===== config.mk =====
export PLATFORM = sky130hd
export DESIGN_NAME = three_point_motion_predictor_unit_flat
export DESIGN_NICKNAME = d
export VERILOG_FILES = /design/src/tpmp_pkg.sv /design/src/tpmp_if.sv /design/src/tpmp_div.sv /design/src/three_point_motion_predictor_unit.sv /design/src/flat_wrapper.sv
export SDC_FILE = /design/constraint.sdc
export NUM_CORES = 2
export LEC_CHECK = 0
export BUFFER_PORTS_ARGS = -buffer_cell sky130_fd_sc_hd__buf_2
export CAP_MARGIN = 20
export CORE_AREA = 2 2 528 530
export DETAILED_ROUTE_END_ITERATION = 6
export DIE_AREA = 0 0 530 532
export HOLD_SLACK_MARGIN = 0.12
export PLACE_DENSITY = 0.43
export SETUP_SLACK_MARGIN = 0.02
export SLEW_MARGIN = 20
export SYNTH_ARGS = -nofsm -noshare
export SYNTH_HDL_FRONTEND = slang
export SYNTH_SLANG_ARGS = --single-unit

===== constraint.sdc =====
create_clock -name clk_i -period 14.3 [get_ports clk_i]
set_input_delay 0.715 -clock clk_i [delete_from_list [all_inputs] [get_ports clk_i]]
set_output_delay 0.715 -clock clk_i [all_outputs]
set_load 0.005 [all_outputs]

===== src/tpmp_pkg.sv =====
// Package for the three-point motion predictor: field widths, datapath widths,
// sequencer state type and the displacement clamp limit.
// No dependencies.
package tpmp_pkg;

  localparam int unsigned COORD_W   = 15;
  localparam int unsigned TIME_W    = 16;
  localparam int unsigned AIM_W     = 16;
  localparam int unsigned WIN_DEPTH = 3;
  localparam int unsigned FILL_W    = 2;

  localparam int unsigned DIFF_W  = COORD_W + 1;
  localparam int unsigned SUM_T_W = TIME_W + 1;
  localparam int unsigned SUM_S_W = TIME_W + 2;

  localparam int unsigned MUL_A_W = 36;
  localparam int unsigned MUL_B_W = SUM_S_W;
  localparam int unsigned MUL_P_W = MUL_A_W + MUL_B_W + 1;

  localparam int unsigned PROD1_W = DIFF_W + TIME_W + 1;
  localparam int unsigned UW_W    = PROD1_W + 1;
  localparam int unsigned M3_W    = UW_W + SUM_T_W;
  localparam int unsigned M4_W    = UW_W + SUM_S_W;
  localparam int unsigned B_W     = 54;
  localparam int unsigned MAG_W   = B_W - 1;
  localparam int unsigned SPLIT   = 27;
  localparam int unsigned NLO_W   = SPLIT + SUM_S_W;
  localparam int unsigned NHI_W   = MAG_W - SPLIT + SUM_S_W;
  localparam int unsigned TT_W    = 2 * TIME_W;
  localparam int unsigned DP_W    = TT_W + SUM_T_W;

  localparam int unsigned DVD_W  = MAG_W + SUM_S_W;
  localparam int unsigned DVS_W  = DP_W + 5;
  localparam int unsigned QUO_W  = 41;
  localparam int unsigned DISP_W = QUO_W + 1;
  localparam int unsigned SUM_W  = DISP_W + 1;
  localparam int unsigned CNT_W  = $clog2(DVD_W + 1);

  localparam logic [QUO_W-1:0] DISP_LIMIT = {1'b1, {(QUO_W-1){1'b0}}};

  typedef logic [COORD_W-1:0] coord_t;
  typedef logic [TIME_W-1:0]  time_t;

  typedef enum logic [3:0] {
    ST_IDLE,
    ST_TT,
    ST_DEN,
    ST_M1,
    ST_M2,
    ST_UW,
    ST_M3,
    ST_M4,
    ST_B,
    ST_ABS,
    ST_NLO,
    ST_NHI,
    ST_NUM,
    ST_DIV,
    ST_SUM,
    ST_OUT
  } state_e;

endpackage


===== src/tpmp_if.sv =====
// Valid/ready channel interfaces for frame items and aim results.
// Depends on tpmp_pkg for field widths.
interface tpmp_in_if;
  logic                        valid;
  logic                        ready;
  logic                        found;
  logic [tpmp_pkg::COORD_W-1:0] target_x;
  logic [tpmp_pkg::COORD_W-1:0] target_y;
  logic [tpmp_pkg::TIME_W-1:0]  frame_interval;

  modport source(output valid, found, target_x, target_y, frame_interval, input ready);
  modport sink(input valid, found, target_x, target_y, frame_interval, output ready);
endinterface

interface tpmp_out_if;
  logic                              valid;
  logic                              ready;
  logic                              aim_valid;
  logic signed [tpmp_pkg::AIM_W-1:0] aim_x;
  logic signed [tpmp_pkg::AIM_W-1:0] aim_y;
  logic                              predicted;

  modport source(output valid, aim_valid, aim_x, aim_y, predicted, input ready);
  modport sink(input valid, aim_valid, aim_x, aim_y, predicted, output ready);
endinterface


===== src/tpmp_div.sv =====
// Restoring shift-subtract divider, one quotient bit per cycle, with
// round-half-up and a saturating quotient clamped at the displacement limit.
// Depends on tpmp_pkg.
module tpmp_div (
  input  logic                           clk_i,
  input  logic                           rst_ni,
  input  logic                           start_i,
  input  logic [tpmp_pkg::DVD_W-1:0]     dividend_i,
  input  logic [tpmp_pkg::DVS_W-1:0]     divisor_i,
  output logic                           done_o,
  output logic [tpmp_pkg::QUO_W-1:0]     quot_o
);

  logic                         busy_q;
  logic                         done_q;
  logic [tpmp_pkg::CNT_W-1:0]   cnt_q;
  logic [tpmp_pkg::DVD_W-1:0]   dvd_q;
  logic [tpmp_pkg::DVS_W-1:0]   den_q;
  logic [tpmp_pkg::DVS_W-1:0]   rem_q;
  logic [tpmp_pkg::QUO_W-1:0]   q_q;
  logic                         over_q;
  logic [tpmp_pkg::QUO_W-1:0]   quot_q;

  logic [tpmp_pkg::DVS_W:0]     rem_sh;
  logic [tpmp_pkg::DVS_W:0]     rem_sub;
  logic                         ge;
  logic [tpmp_pkg::DVS_W-1:0]   rem_nx;
  logic                         rnd;
  logic                         sat;
  logic [tpmp_pkg::QUO_W-1:0]   quot_nx;

  always_comb begin
    rem_sh  = {rem_q, dvd_q[tpmp_pkg::DVD_W-1]};
    rem_sub = rem_sh - {1'b0, den_q};
    ge      = rem_sh >= {1'b0, den_q};
    rem_nx  = ge ? rem_sub[tpmp_pkg::DVS_W-1:0] : rem_sh[tpmp_pkg::DVS_W-1:0];
    rnd     = {rem_q, 1'b0} >= {1'b0, den_q};
    sat     = over_q | q_q[tpmp_pkg::QUO_W-1];
    quot_nx = sat ? tpmp_pkg::DISP_LIMIT : q_q + tpmp_pkg::QUO_W'(rnd);
  end

  always_ff @(posedge clk_i or negedge rst_ni) begin
    if (!rst_ni) begin
      busy_q <= 1'b0;
      done_q <= 1'b0;
      cnt_q  <= '0;
    end else begin
      done_q <= !start_i && busy_q && (cnt_q == '0);
      if (start_i) begin
        busy_q <= 1'b1;
        cnt_q  <= tpmp_pkg::CNT_W'(tpmp_pkg::DVD_W);
      end else if (busy_q) begin
        if (cnt_q != '0) begin
          cnt_q <= cnt_q - 1'b1;
        end else begin
          busy_q <= 1'b0;
        end
      end
    end
  end

  always_ff @(posedge clk_i) begin
    if (start_i) begin
      dvd_q  <= dividend_i;
      den_q  <= divisor_i;
      rem_q  <= '0;
      q_q    <= '0;
      over_q <= 1'b0;
    end else if (busy_q && (cnt_q != '0)) begin
      dvd_q  <= {dvd_q[tpmp_pkg::DVD_W-2:0], 1'b0};
      rem_q  <= rem_nx;
      q_q    <= {q_q[tpmp_pkg::QUO_W-2:0], ge};
      over_q <= over_q | q_q[tpmp_pkg::QUO_W-1];
    end else if (busy_q) begin
      quot_q <= quot_nx;
    end
  end

  assign done_o = done_q;
  assign quot_o = quot_q;

endmodule


===== src/three_point_motion_predictor_unit.sv =====
// Miss, filling hit and non-monotonic hit: the result goes from ST_OUT into the output
// register once the output is free. Predicting hit: the result comes from two runs of
// the 71-step shift-subtract divider (x, then y) and fourteen steps of the shared 36x18
// multiplier, then passes through ST_SUM and ST_OUT.
// One item at a time; the next transfer is taken the cycle after the result is queued,
// even while that result waits at the output. Reset empties the window and output.
module three_point_motion_predictor_unit (
  input  logic        clk_i,
  input  logic        rst_ni,
  tpmp_in_if.sink     in_i,
  tpmp_out_if.source  out_o
);

  localparam logic signed [tpmp_pkg::SUM_W-1:0] SumMax =
    {{(tpmp_pkg::SUM_W-tpmp_pkg::AIM_W+1){1'b0}}, {(tpmp_pkg::AIM_W-1){1'b1}}};
  localparam logic signed [tpmp_pkg::SUM_W-1:0] SumMin =
    {{(tpmp_pkg::SUM_W-tpmp_pkg::AIM_W+1){1'b1}}, {(tpmp_pkg::AIM_W-1){1'b0}}};

  function automatic logic signed [tpmp_pkg::AIM_W-1:0] sat_aim(
    input logic signed [tpmp_pkg::SUM_W-1:0] v
  );
    priority if (v > SumMax) begin
      return {1'b0, {(tpmp_pkg::AIM_W-1){1'b1}}};
    end else if (v < SumMin) begin
      return {1'b1, {(tpmp_pkg::AIM_W-1){1'b0}}};
    end else begin
      return v[tpmp_pkg::AIM_W-1:0];
    end
  endfunction

  tpmp_pkg::state_e state_q, state_d;

  logic [tpmp_pkg::FILL_W-1:0]  fill_q;
  logic                         tracking_q;
  logic                         coord_q;
  tpmp_pkg::coord_t             win_x_q [tpmp_pkg::WIN_DEPTH];
  tpmp_pkg::coord_t             win_y_q [tpmp_pkg::WIN_DEPTH];
  tpmp_pkg::time_t              win_t_q [tpmp_pkg::WIN_DEPTH];
  logic [tpmp_pkg::SUM_T_W-1:0] t12_q;
  logic [tpmp_pkg::SUM_S_W-1:0] s_q;

  logic [tpmp_pkg::TT_W-1:0]            tt_q;
  logic [tpmp_pkg::DP_W-1:0]            dp_q;
  logic signed [tpmp_pkg::PROD1_W-1:0]  m1_q, m2_q;
  logic signed [tpmp_pkg::UW_W-1:0]     u_q, w_q;
  logic signed [tpmp_pkg::M3_W-1:0]     m3_q;
  logic signed [tpmp_pkg::M4_W-1:0]     m4_q;
  logic signed [tpmp_pkg::B_W-1:0]      b_q;
  logic [tpmp_pkg::MAG_W-1:0]           mag_q;
  logic                                 neg_q;
  logic [tpmp_pkg::NLO_W-1:0]           nlo_q;
  logic [tpmp_pkg::NHI_W-1:0]           nhi_q;
  logic signed [tpmp_pkg::DISP_W-1:0]   disp_x_q, disp_y_q;

  logic                               res_valid_q, res_pred_q;
  logic signed [tpmp_pkg::AIM_W-1:0]  res_x_q, res_y_q;
  logic                               out_valid_q, out_aim_valid_q, out_pred_q;
  logic signed [tpmp_pkg::AIM_W-1:0]  out_x_q, out_y_q;

  logic                                 accept;
  logic                                 out_load;
  tpmp_pkg::time_t                      dt_fix;
  logic                                 mono;
  tpmp_pkg::coord_t                     c0, c1, c2;
  logic signed [tpmp_pkg::DIFF_W-1:0]   d1, d2;
  logic signed [tpmp_pkg::MUL_A_W-1:0]  mul_a;
  logic [tpmp_pkg::MUL_B_W-1:0]         mul_b;
  logic signed [tpmp_pkg::MUL_P_W-1:0]  prod;
  logic signed [tpmp_pkg::B_W-1:0]      m3_ext, m4_ext, b_neg;
  logic signed [tpmp_pkg::DISP_W-1:0]   quot_ext, disp_nx;
  logic signed [tpmp_pkg::SUM_W-1:0]    sum_x, sum_y;
  logic signed [tpmp_pkg::AIM_W-1:0]    sat_x, sat_y;

  logic                          div_start;
  logic                          div_done;
  logic [tpmp_pkg::DVD_W-1:0]    div_dividend;
  logic [tpmp_pkg::DVS_W-1:0]    div_divisor;
  logic [tpmp_pkg::QUO_W-1:0]    div_quot;

  tpmp_div u_div (
    .clk_i      (clk_i),
    .rst_ni     (rst_ni),
    .start_i    (div_start),
    .dividend_i (div_dividend),
    .divisor_i  (div_divisor),
    .done_o     (div_done),
    .quot_o     (div_quot)
  );

  assign accept   = in_i.valid && in_i.ready;
  assign out_load = (state_q == tpmp_pkg::ST_OUT) && (!out_valid_q || out_o.ready);
  assign dt_fix   = (in_i.frame_interval == '0) ? tpmp_pkg::TIME_W'(1) : in_i.frame_interval;
  assign mono     = ((win_x_q[1] < win_x_q[2]) && (win_x_q[2] < in_i.target_x)) ||
                    ((win_x_q[1] > win_x_q[2]) && (win_x_q[2] > in_i.target_x));

  always_comb begin
    c0 = coord_q ? win_y_q[0] : win_x_q[0];
    c1 = coord_q ? win_y_q[1] : win_x_q[1];
    c2 = coord_q ? win_y_q[2] : win_x_q[2];
    d1 = $signed({1'b0, c1}) - $signed({1'b0, c0});
    d2 = $signed({1'b0, c2}) - $signed({1'b0, c1});
  end

  always_comb begin
    mul_a = '0;
    mul_b = '0;
    unique case (state_q)
      tpmp_pkg::ST_TT: begin
        mul_a = {{(tpmp_pkg::MUL_A_W-tpmp_pkg::TIME_W){1'b0}}, win_t_q[1]};
        mul_b = {{(tpmp_pkg::MUL_B_W-tpmp_pkg::TIME_W){1'b0}}, win_t_q[2]};
      end
      tpmp_pkg::ST_DEN: begin
        mul_a = {{(tpmp_pkg::MUL_A_W-tpmp_pkg::TT_W){1'b0}}, tt_q};
        mul_b = {{(tpmp_pkg::MUL_B_W-tpmp_pkg::SUM_T_W){1'b0}}, t12_q};
      end
      tpmp_pkg::ST_M1: begin
        mul_a = {{(tpmp_pkg::MUL_A_W-tpmp_pkg::DIFF_W){d1[tpmp_pkg::DIFF_W-1]}}, d1};
        mul_b = {{(tpmp_pkg::MUL_B_W-tpmp_pkg::TIME_W){1'b0}}, win_t_q[2]};
      end
      tpmp_pkg::ST_M2: begin
        mul_a = {{(tpmp_pkg::MUL_A_W-tpmp_pkg::DIFF_W){d2[tpmp_pkg::DIFF_W-1]}}, d2};
        mul_b = {{(tpmp_pkg::MUL_B_W-tpmp_pkg::TIME_W){1'b0}}, win_t_q[1]};
      end
      tpmp_pkg::ST_M3: begin
        mul_a = {{(tpmp_pkg::MUL_A_W-tpmp_pkg::UW_W){u_q[tpmp_pkg::UW_W-1]}}, u_q};
        mul_b = {{(tpmp_pkg::MUL_B_W-tpmp_pkg::SUM_T_W){1'b0}}, t12_q};
      end
      tpmp_pkg::ST_M4: begin
        mul_a = {{(tpmp_pkg::MUL_A_W-tpmp_pkg::UW_W){w_q[tpmp_pkg::UW_W-1]}}, w_q};
        mul_b = s_q;
      end
      tpmp_pkg::ST_NLO: begin
        mul_a = {{(tpmp_pkg::MUL_A_W-tpmp_pkg::SPLIT){1'b0}}, mag_q[tpmp_pkg::SPLIT-1:0]};
        mul_b = s_q;
      end
      tpmp_pkg::ST_NHI: begin
        mul_a = {{(tpmp_pkg::MUL_A_W-(tpmp_pkg::MAG_W-tpmp_pkg::SPLIT)){1'b0}},
                 mag_q[tpmp_pkg::MAG_W-1:tpmp_pkg::SPLIT]};
        mul_b = s_q;
      end
      default: begin
        mul_a = '0;
        mul_b = '0;
      end
    endcase
  end

  assign prod = mul_a * $signed({1'b0, mul_b});

  always_comb begin
    m3_ext   = {{(tpmp_pkg::B_W-tpmp_pkg::M3_W){m3_q[tpmp_pkg::M3_W-1]}}, m3_q};
    m4_ext   = {{(tpmp_pkg::B_W-tpmp_pkg::M4_W){m4_q[tpmp_pkg::M4_W-1]}}, m4_q};
    b_neg    = -b_q;
    quot_ext = {1'b0, div_quot};
    disp_nx  = neg_q ? -quot_ext : quot_ext;
    div_dividend = {nhi_q, {tpmp_pkg::SPLIT{1'b0}}} + tpmp_pkg::DVD_W'(nlo_q);
    div_divisor  = (tpmp_pkg::DVS_W'(dp_q) << 4) + (tpmp_pkg::DVS_W'(dp_q) << 1);
    sum_x = $signed({{(tpmp_pkg::SUM_W-tpmp_pkg::DISP_W){disp_x_q[tpmp_pkg::DISP_W-1]}},
                     disp_x_q}) +
            $signed({{(tpmp_pkg::SUM_W-tpmp_pkg::COORD_W){1'b0}}, win_x_q[2]});
    sum_y = $signed({{(tpmp_pkg::SUM_W-tpmp_pkg::DISP_W){disp_y_q[tpmp_pkg::DISP_W-1]}},
                     disp_y_q}) +
            $signed({{(tpmp_pkg::SUM_W-tpmp_pkg::COORD_W){1'b0}}, win_y_q[2]});
    sat_x = sat_aim(sum_x);
    sat_y = sat_aim(sum_y);
  end

  always_comb begin
    state_d   = state_q;
    div_start = 1'b0;
    unique case (state_q)
      tpmp_pkg::ST_IDLE: begin
        if (in_i.valid) begin
          if (!in_i.found || !tracking_q || !mono) begin
            state_d = tpmp_pkg::ST_OUT;
          end else begin
            state_d = tpmp_pkg::ST_TT;
          end
        end
      end
      tpmp_pkg::ST_TT:  state_d = tpmp_pkg::ST_DEN;
      tpmp_pkg::ST_DEN: state_d = tpmp_pkg::ST_M1;
      tpmp_pkg::ST_M1:  state_d = tpmp_pkg::ST_M2;
      tpmp_pkg::ST_M2:  state_d = tpmp_pkg::ST_UW;
      tpmp_pkg::ST_UW:  state_d = tpmp_pkg::ST_M3;
      tpmp_pkg::ST_M3:  state_d = tpmp_pkg::ST_M4;
      tpmp_pkg::ST_M4:  state_d = tpmp_pkg::ST_B;
      tpmp_pkg::ST_B:   state_d = tpmp_pkg::ST_ABS;
      tpmp_pkg::ST_ABS: state_d = tpmp_pkg::ST_NLO;
      tpmp_pkg::ST_NLO: state_d = tpmp_pkg::ST_NHI;
      tpmp_pkg::ST_NHI: state_d = tpmp_pkg::ST_NUM;
      tpmp_pkg::ST_NUM: begin
        div_start = 1'b1;
        state_d   = tpmp_pkg::ST_DIV;
      end
      tpmp_pkg::ST_DIV: begin
        if (div_done) begin
          state_d = coord_q ? tpmp_pkg::ST_SUM : tpmp_pkg::ST_M1;
        end
      end
      tpmp_pkg::ST_SUM: state_d = tpmp_pkg::ST_OUT;
      tpmp_pkg::ST_OUT: begin
        if (out_load) begin
          state_d = tpmp_pkg::ST_IDLE;
        end
      end
      default: state_d = tpmp_pkg::ST_IDLE;
    endcase
  end

  always_ff @(posedge clk_i or negedge rst_ni) begin
    if (!rst_ni) begin
      state_q <= tpmp_pkg::ST_IDLE;
    end else begin
      state_q <= state_d;
    end
  end

  always_ff @(posedge clk_i or negedge rst_ni) begin
    if (!rst_ni) begin
      fill_q      <= '0;
      tracking_q  <= 1'b0;
      coord_q     <= 1'b0;
      out_valid_q <= 1'b0;
    end else begin
      if (accept) begin
        coord_q <= 1'b0;
        if (!in_i.found) begin
          fill_q     <= '0;
          tracking_q <= 1'b0;
        end else if (!tracking_q) begin
          fill_q     <= fill_q + 1'b1;
          tracking_q <= (fill_q == tpmp_pkg::FILL_W'(tpmp_pkg::WIN_DEPTH - 1));
        end
      end else if ((state_q == tpmp_pkg::ST_DIV) && div_done) begin
        coord_q <= 1'b1;
      end
      if (out_load) begin
        out_valid_q <= 1'b1;
      end else if (out_o.ready) begin
        out_valid_q <= 1'b0;
      end
    end
  end

  always_ff @(posedge clk_i) begin
    if (accept) begin
      res_valid_q <= 1'b0;
      res_pred_q  <= 1'b0;
      res_x_q     <= '0;
      res_y_q     <= '0;
      if (in_i.found && !tracking_q) begin
        win_x_q[fill_q] <= in_i.target_x;
        win_y_q[fill_q] <= in_i.target_y;
        win_t_q[fill_q] <= dt_fix;
        res_valid_q     <= 1'b1;
        res_x_q         <= {1'b0, in_i.target_x};
        res_y_q         <= {1'b0, in_i.target_y};
      end else if (in_i.found) begin
        win_x_q[0] <= win_x_q[1];
        win_x_q[1] <= win_x_q[2];
        win_x_q[2] <= in_i.target_x;
        win_y_q[0] <= win_y_q[1];
        win_y_q[1] <= win_y_q[2];
        win_y_q[2] <= in_i.target_y;
        win_t_q[0] <= win_t_q[1];
        win_t_q[1] <= win_t_q[2];
        win_t_q[2] <= dt_fix;
        t12_q      <= {1'b0, win_t_q[2]} + {1'b0, dt_fix};
        s_q        <= {2'b00, win_t_q[1]} + {2'b00, win_t_q[2]} + {2'b00, dt_fix};
      end
    end
    unique case (state_q)
      tpmp_pkg::ST_TT:  tt_q  <= prod[tpmp_pkg::TT_W-1:0];
      tpmp_pkg::ST_DEN: dp_q  <= prod[tpmp_pkg::DP_W-1:0];
      tpmp_pkg::ST_M1:  m1_q  <= prod[tpmp_pkg::PROD1_W-1:0];
      tpmp_pkg::ST_M2:  m2_q  <= prod[tpmp_pkg::PROD1_W-1:0];
      tpmp_pkg::ST_UW: begin
        u_q <= $signed({m1_q[tpmp_pkg::PROD1_W-1], m1_q}) +
               $signed({m2_q[tpmp_pkg::PROD1_W-1], m2_q});
        w_q <= $signed({m2_q[tpmp_pkg::PROD1_W-1], m2_q}) -
               $signed({m1_q[tpmp_pkg::PROD1_W-1], m1_q});
      end
      tpmp_pkg::ST_M3:  m3_q  <= prod[tpmp_pkg::M3_W-1:0];
      tpmp_pkg::ST_M4:  m4_q  <= prod[tpmp_pkg::M4_W-1:0];
      tpmp_pkg::ST_B:   b_q   <= (m3_ext <<< 1) + m3_ext + (m4_ext <<< 1);
      tpmp_pkg::ST_ABS: begin
        neg_q <= b_q[tpmp_pkg::B_W-1];
        mag_q <= b_q[tpmp_pkg::B_W-1] ? b_neg[tpmp_pkg::MAG_W-1:0]
                                      : b_q[tpmp_pkg::MAG_W-1:0];
      end
      tpmp_pkg::ST_NLO: nlo_q <= prod[tpmp_pkg::NLO_W-1:0];
      tpmp_pkg::ST_NHI: nhi_q <= prod[tpmp_pkg::NHI_W-1:0];
      tpmp_pkg::ST_DIV: begin
        if (div_done) begin
          if (coord_q) begin
            disp_y_q <= disp_nx;
          end else begin
            disp_x_q <= disp_nx;
          end
        end
      end
      tpmp_pkg::ST_SUM: begin
        res_x_q     <= sat_x;
        res_y_q     <= sat_y;
        res_valid_q <= !sat_x[tpmp_pkg::AIM_W-1] && !sat_y[tpmp_pkg::AIM_W-1];
        res_pred_q  <= 1'b1;
      end
      default: ;
    endcase
    if (out_load) begin
      out_aim_valid_q <= res_valid_q;
      out_x_q         <= res_x_q;
      out_y_q         <= res_y_q;
      out_pred_q      <= res_pred_q;
    end
  end

  assign in_i.ready      = (state_q == tpmp_pkg::ST_IDLE);
  assign out_o.valid     = out_valid_q;
  assign out_o.aim_valid = out_aim_valid_q;
  assign out_o.aim_x     = out_x_q;
  assign out_o.aim_y     = out_y_q;
  assign out_o.predicted = out_pred_q;

  a_track_full: assert property (@(posedge clk_i) disable iff (!rst_ni)
    tracking_q == (fill_q == tpmp_pkg::FILL_W'(tpmp_pkg::WIN_DEPTH)))
    else $error("tracking flag out of step with fill count");

  a_div_in_wait: assert property (@(posedge clk_i) disable iff (!rst_ni)
    div_done |-> (state_q == tpmp_pkg::ST_DIV))
    else $error("divider finished outside its wait state");

  a_out_load: assert property (@(posedge clk_i) disable iff (!rst_ni)
    out_load |=> (out_valid_q && (state_q == tpmp_pkg::ST_IDLE)))
    else $error("result not presented after load");

  a_aim_sign: assert property (@(posedge clk_i) disable iff (!rst_ni)
    (out_o.valid && out_o.aim_valid) |-> (!out_o.aim_x[tpmp_pkg::AIM_W-1] &&
                                          !out_o.aim_y[tpmp_pkg::AIM_W-1]))
    else $error("aim flagged valid with a negative coordinate");

endmodule

===== src/flat_wrapper.sv =====
// flat-port wrapper written by rule: the top's interface ports become plain ports
module three_point_motion_predictor_unit_flat 
  (clk_i, rst_ni, in_i_valid, in_i_found, in_i_target_x, in_i_target_y, in_i_frame_interval, in_i_ready, out_o_valid, out_o_aim_valid, out_o_aim_x, out_o_aim_y, out_o_predicted, out_o_ready);
  tpmp_in_if in_i_i ();
  tpmp_out_if out_o_i ();
  input  logic clk_i;
  input  logic rst_ni;
  input wire logic [$bits(in_i_i.valid)-1:0] in_i_valid;
  input wire logic [$bits(in_i_i.found)-1:0] in_i_found;
  input wire logic [$bits(in_i_i.target_x)-1:0] in_i_target_x;
  input wire logic [$bits(in_i_i.target_y)-1:0] in_i_target_y;
  input wire logic [$bits(in_i_i.frame_interval)-1:0] in_i_frame_interval;
  output wire logic [$bits(in_i_i.ready)-1:0] in_i_ready;
  output wire logic [$bits(out_o_i.valid)-1:0] out_o_valid;
  output wire logic [$bits(out_o_i.aim_valid)-1:0] out_o_aim_valid;
  output wire logic [$bits(out_o_i.aim_x)-1:0] out_o_aim_x;
  output wire logic [$bits(out_o_i.aim_y)-1:0] out_o_aim_y;
  output wire logic [$bits(out_o_i.predicted)-1:0] out_o_predicted;
  input wire logic [$bits(out_o_i.ready)-1:0] out_o_ready;
  assign in_i_i.valid = in_i_valid;
  assign in_i_i.found = in_i_found;
  assign in_i_i.target_x = in_i_target_x;
  assign in_i_i.target_y = in_i_target_y;
  assign in_i_i.frame_interval = in_i_frame_interval;
  assign in_i_ready = in_i_i.ready;
  assign out_o_valid = out_o_i.valid;
  assign out_o_aim_valid = out_o_i.aim_valid;
  assign out_o_aim_x = out_o_i.aim_x;
  assign out_o_aim_y = out_o_i.aim_y;
  assign out_o_predicted = out_o_i.predicted;
  assign out_o_i.ready = out_o_ready;
  three_point_motion_predictor_unit u_core (.clk_i(clk_i), .rst_ni(rst_ni), .in_i(in_i_i), .out_o(out_o_i));
endmodule

==> flow_summary.json <==
{
  "clk_latency_ns": 0.79,
  "antenna_found_initial": 3,
  "path_clk_slew_ns": 0.06,
  "regToRegSetupSlack_ns": 2.31,
  "ys_seq_area_frac": 0.3882,
  "drv_slew": 0,
  "die_area_um2": 282000,
  "clock_path_buffers": 3,
  "setup_tns_ns": 0,
  "synth-seq-cells": 1102,
  "wirelength_um": 256200,
  "pin_count": 87,
  "gr-total-overflow": 0,
  "holdPathStages": 1,
  "reg2reg_depth": 37,
  "yosysWarnings": 0,
  "io_buffers": 86,
  "h-tree-depth": 4,
  "clock.fmax_mhz": 83.38,
  "path_class": "reg2reg",
  "cts_tree": "done",
  "relSlewSlack": 0.2895,
  "cp-end-kind": "register",
  "die_w_um": 530,
  "hold_viol_final": 0,
  "rows": 193,
  "cts_sinks": 1102,
  "start_kind": "register",
  "dp_hpwl_um": 198000,
  "status": "finished clean",
  "multiInputGateArea_um2": 45800,
  "r2r-start": "u_core.coord_q",
  "min_period_ns": 11.99,
  "cts-root-buf": "clkbuf_16",
  "post_cts_resized": 0,
  "async_flop_share": 0.01633,
  "fin_area_um2": 92310,
  "syn-instance-count": 8147,
  "syn_to_final_growth_pct": 11.87,
  "start_util": 0.2992,
  "layout-drive-gt1-share": 0.06172,
  "r2r_end": "u_core.m3_q[47]",
  "crit_path_max_incr_delay_ns": 0.66,
  "vias": 59286,
  "critPathArrivalTime_ns": 12.48,
  "vias_per_cell": 4.940,
  "placed_area_um2": 87650,
  "synth_edf_count": 987,
  "drt-initial-drc-count": 3998,
  "cp_slowest_cell": "nand4_1",
  "nNetsFinal": 9391,
  "critPathCapture": "u_core.m3_q[47]",
  "grt_pass1_wl_um": 390200,
  "netlist-cell-type-count": 84,
  "finalClockSkew_ns": 0.03192,
  "whs_ns": 0.2076,
  "gp_congestion": 0.8759,
  "grt_start_max_net_pins": 88,
  "track_usage": 0.1820,
  "synth_area_um2": 82510,
  "worst_pin_slew_ns": 1.066,
  "syn_nets": 9354,
  "max-cap-violations": 0,
  "post-route-period-util": 0.8387,
  "setup_viol": 0,
  "seq_area_um2": 32030,
  "first_pass_iters": 5,
  "ant_nets": 0,
  "worstPathRequired_ns": 14.79,
  "finalWorstSetupSlack_ns": 2.306,
  "avgRoutedWirePerCell_um": 21.35,
  "first_global_vias": 60496,
  "drc_errors": 0,
  "dpl_worst_slack_ns": 2.423,
  "die_h_um": 532,
  "crit_start": "u_core.coord_q",
  "avgSynthCellArea_um2": 10.13,
  "fillCellCount": 28114,
  "cts_inserted_buffers": 136,
  "synth_ff_type": "edfxtp_1",
  "cts_setup_buffers": 0,
  "coreArea_um2": 275800,
  "rsz0062_at_grt": "no",
  "crit_fanout": 53,
  "hold_class": "in2reg"
}
how the worst min path moves through the flow:
stage,from,endpoint,slack [ns]
after floorplan,u_core.res_valid_q,u_core.out_o.aim_valid,0.40
after global placement,u_core.res_x_q[13],u_core.out_o.aim_x[13],0.41
after detailed placement,u_core.res_y_q[10],u_core.out_o.aim_y[10],0.40
after CTS,in_i_target_x[1],u_core.win_x_q[2][1],0.13
after global routing,in_i_target_x[14],u_core.win_x_q[2][14],0.16
final,in_i_target_x[12],u_core.win_x_q[2][12],0.21
state kept, by name, indices dropped and copies added, names as in the netlist, 42 cells and up:
| name | count |
|---|---|
| u_core.u_div.dvd_q | 71 |
| u_core.b_q | 54 |
| u_core.u_div.rem_q | 54 |
| u_core.mag_q | 53 |
| u_core.u_div.den_q | 53 |
| u_core.m4_q | 52 |
| u_core.m3_q | 51 |
| u_core.dp_q | 49 |
| u_core.nlo_q | 45 |
| u_core.win_x_q | 45 |
| u_core.win_y_q | 45 |
| u_core.nhi_q | 44 |
| u_core.disp_x_q | 42 |
| u_core.disp_y_q | 42 |
layer usage:
layer | wire, um | GRT usage | vias to the layer above
li1 | - | - | 27936
met4 | 5691 | 0.04458 | 0
met3 | 11660 | 0.02335 | 239
met1 | 117700 | 0.2523 | 29798
met5 | 0 | 0 | -
met2 | 121100 | 0.2992 | 1313
kinds of logic after synthesis:
| group | share of synthesized area |
|---|---|
| AO/OA/AOI/OAI | 0.1215 |
| XOR/XNOR | 0.05498 |
| adder cells (fa/ha/maj) | 0.2342 |
| buffers and inverters | 0.06166 |
| flip-flops | 0.3882 |
| multiplexers | 0.007825 |
| AND/OR/NAND/NOR | 0.1316 |
synthesized netlist by cell type, types with 58 or more instances:
cell	instances	area, um2
nand3_1	126	630.6
o21a_1	61	457.9
clkbuf_1	279	1047
nor2b_1	65	406.6
xnor2_1	355	3109
nand2_1	1040	3904
nand2b_1	58	362.9
a21o_1	172	1291
o21ai_0	375	1877
fa_1	647	12950
edfxtp_1	987	29640
dfxtp_1	97	1942
a21oi_1	379	1897
mux2i_1	60	600.6
a22oi_1	91	683.2
inv_1	1064	3994
nor3_1	103	515.5
xor2_1	163	1428
nor2_1	626	2350
nand4_1	90	563.0
ha_1	509	6369
cell usage in the layout (no fill, tap or decap), types with 29 or more instances in the layout:
master,instances
a21oi_1,379
o21a_1,61
ha_1,509
xor2_1,156
dfxtp_1,97
nand4_1,90
and3_1,52
a22oi_1,90
nand2_1,1036
nand2b_1,58
nor2_1,611
fa_1,647
o21ai_0,375
inv_1,1061
buf_2,86
a211oi_1,43
nand3_1,125
nor3_1,97
or4_1,29
a31oi_1,39
and2_1,37
and4_1,35
clkbuf_16,139
or3_1,53
a21o_1,172
o21bai_1,52
edfxtp_1,987
mux2i_1,60
a22o_1,41
buf_4,98
nor2b_1,65
xnor2_1,337
o31ai_1,49
metrics by stage:
step,std cells,util
2_1_floorplan,8147,-
3_5_place_dp,11748,0.3178
6_report,12002,0.3347
5_1_grt,12002,0.3347
3_3_place_gp,11747,0.3177
4_1_cts,11999,0.3346
cell type report:
class                   count  share of cell area
repair buffers            188             0.01332
multi-input cells        5690              0.4962
clock inverters            89             0.01130
flip-flops and latches   1102              0.3470
well taps                3705             0.05022
clock buffers             161             0.03858
inverters                1066             0.04339
diodes                      1          0.00002711
worst max-delay path: cells and delay by family (launching register included):
family / cells / cell delay (ns)
fa+ha+maj: 8 / 3.54
compound gates: 8 / 2.82
simple gates: 10 / 2.31
buf+inv: 9 / 1.62
flops: 1 / 0.49
xor+xnor: 1 / 0.47
mux: 1 / 0.33
repair_timing:
| action | CTS | global route |
|---|---|---|
| endpoints found under the setup margin | 0 | 0 |
| endpoints found under the hold margin | 18 | 0 |
| hold buffers | 1 | 0 |
Power is not shown: default switching activity piles up to over one toggle a cycle in this logic, so the estimate is an artifact.
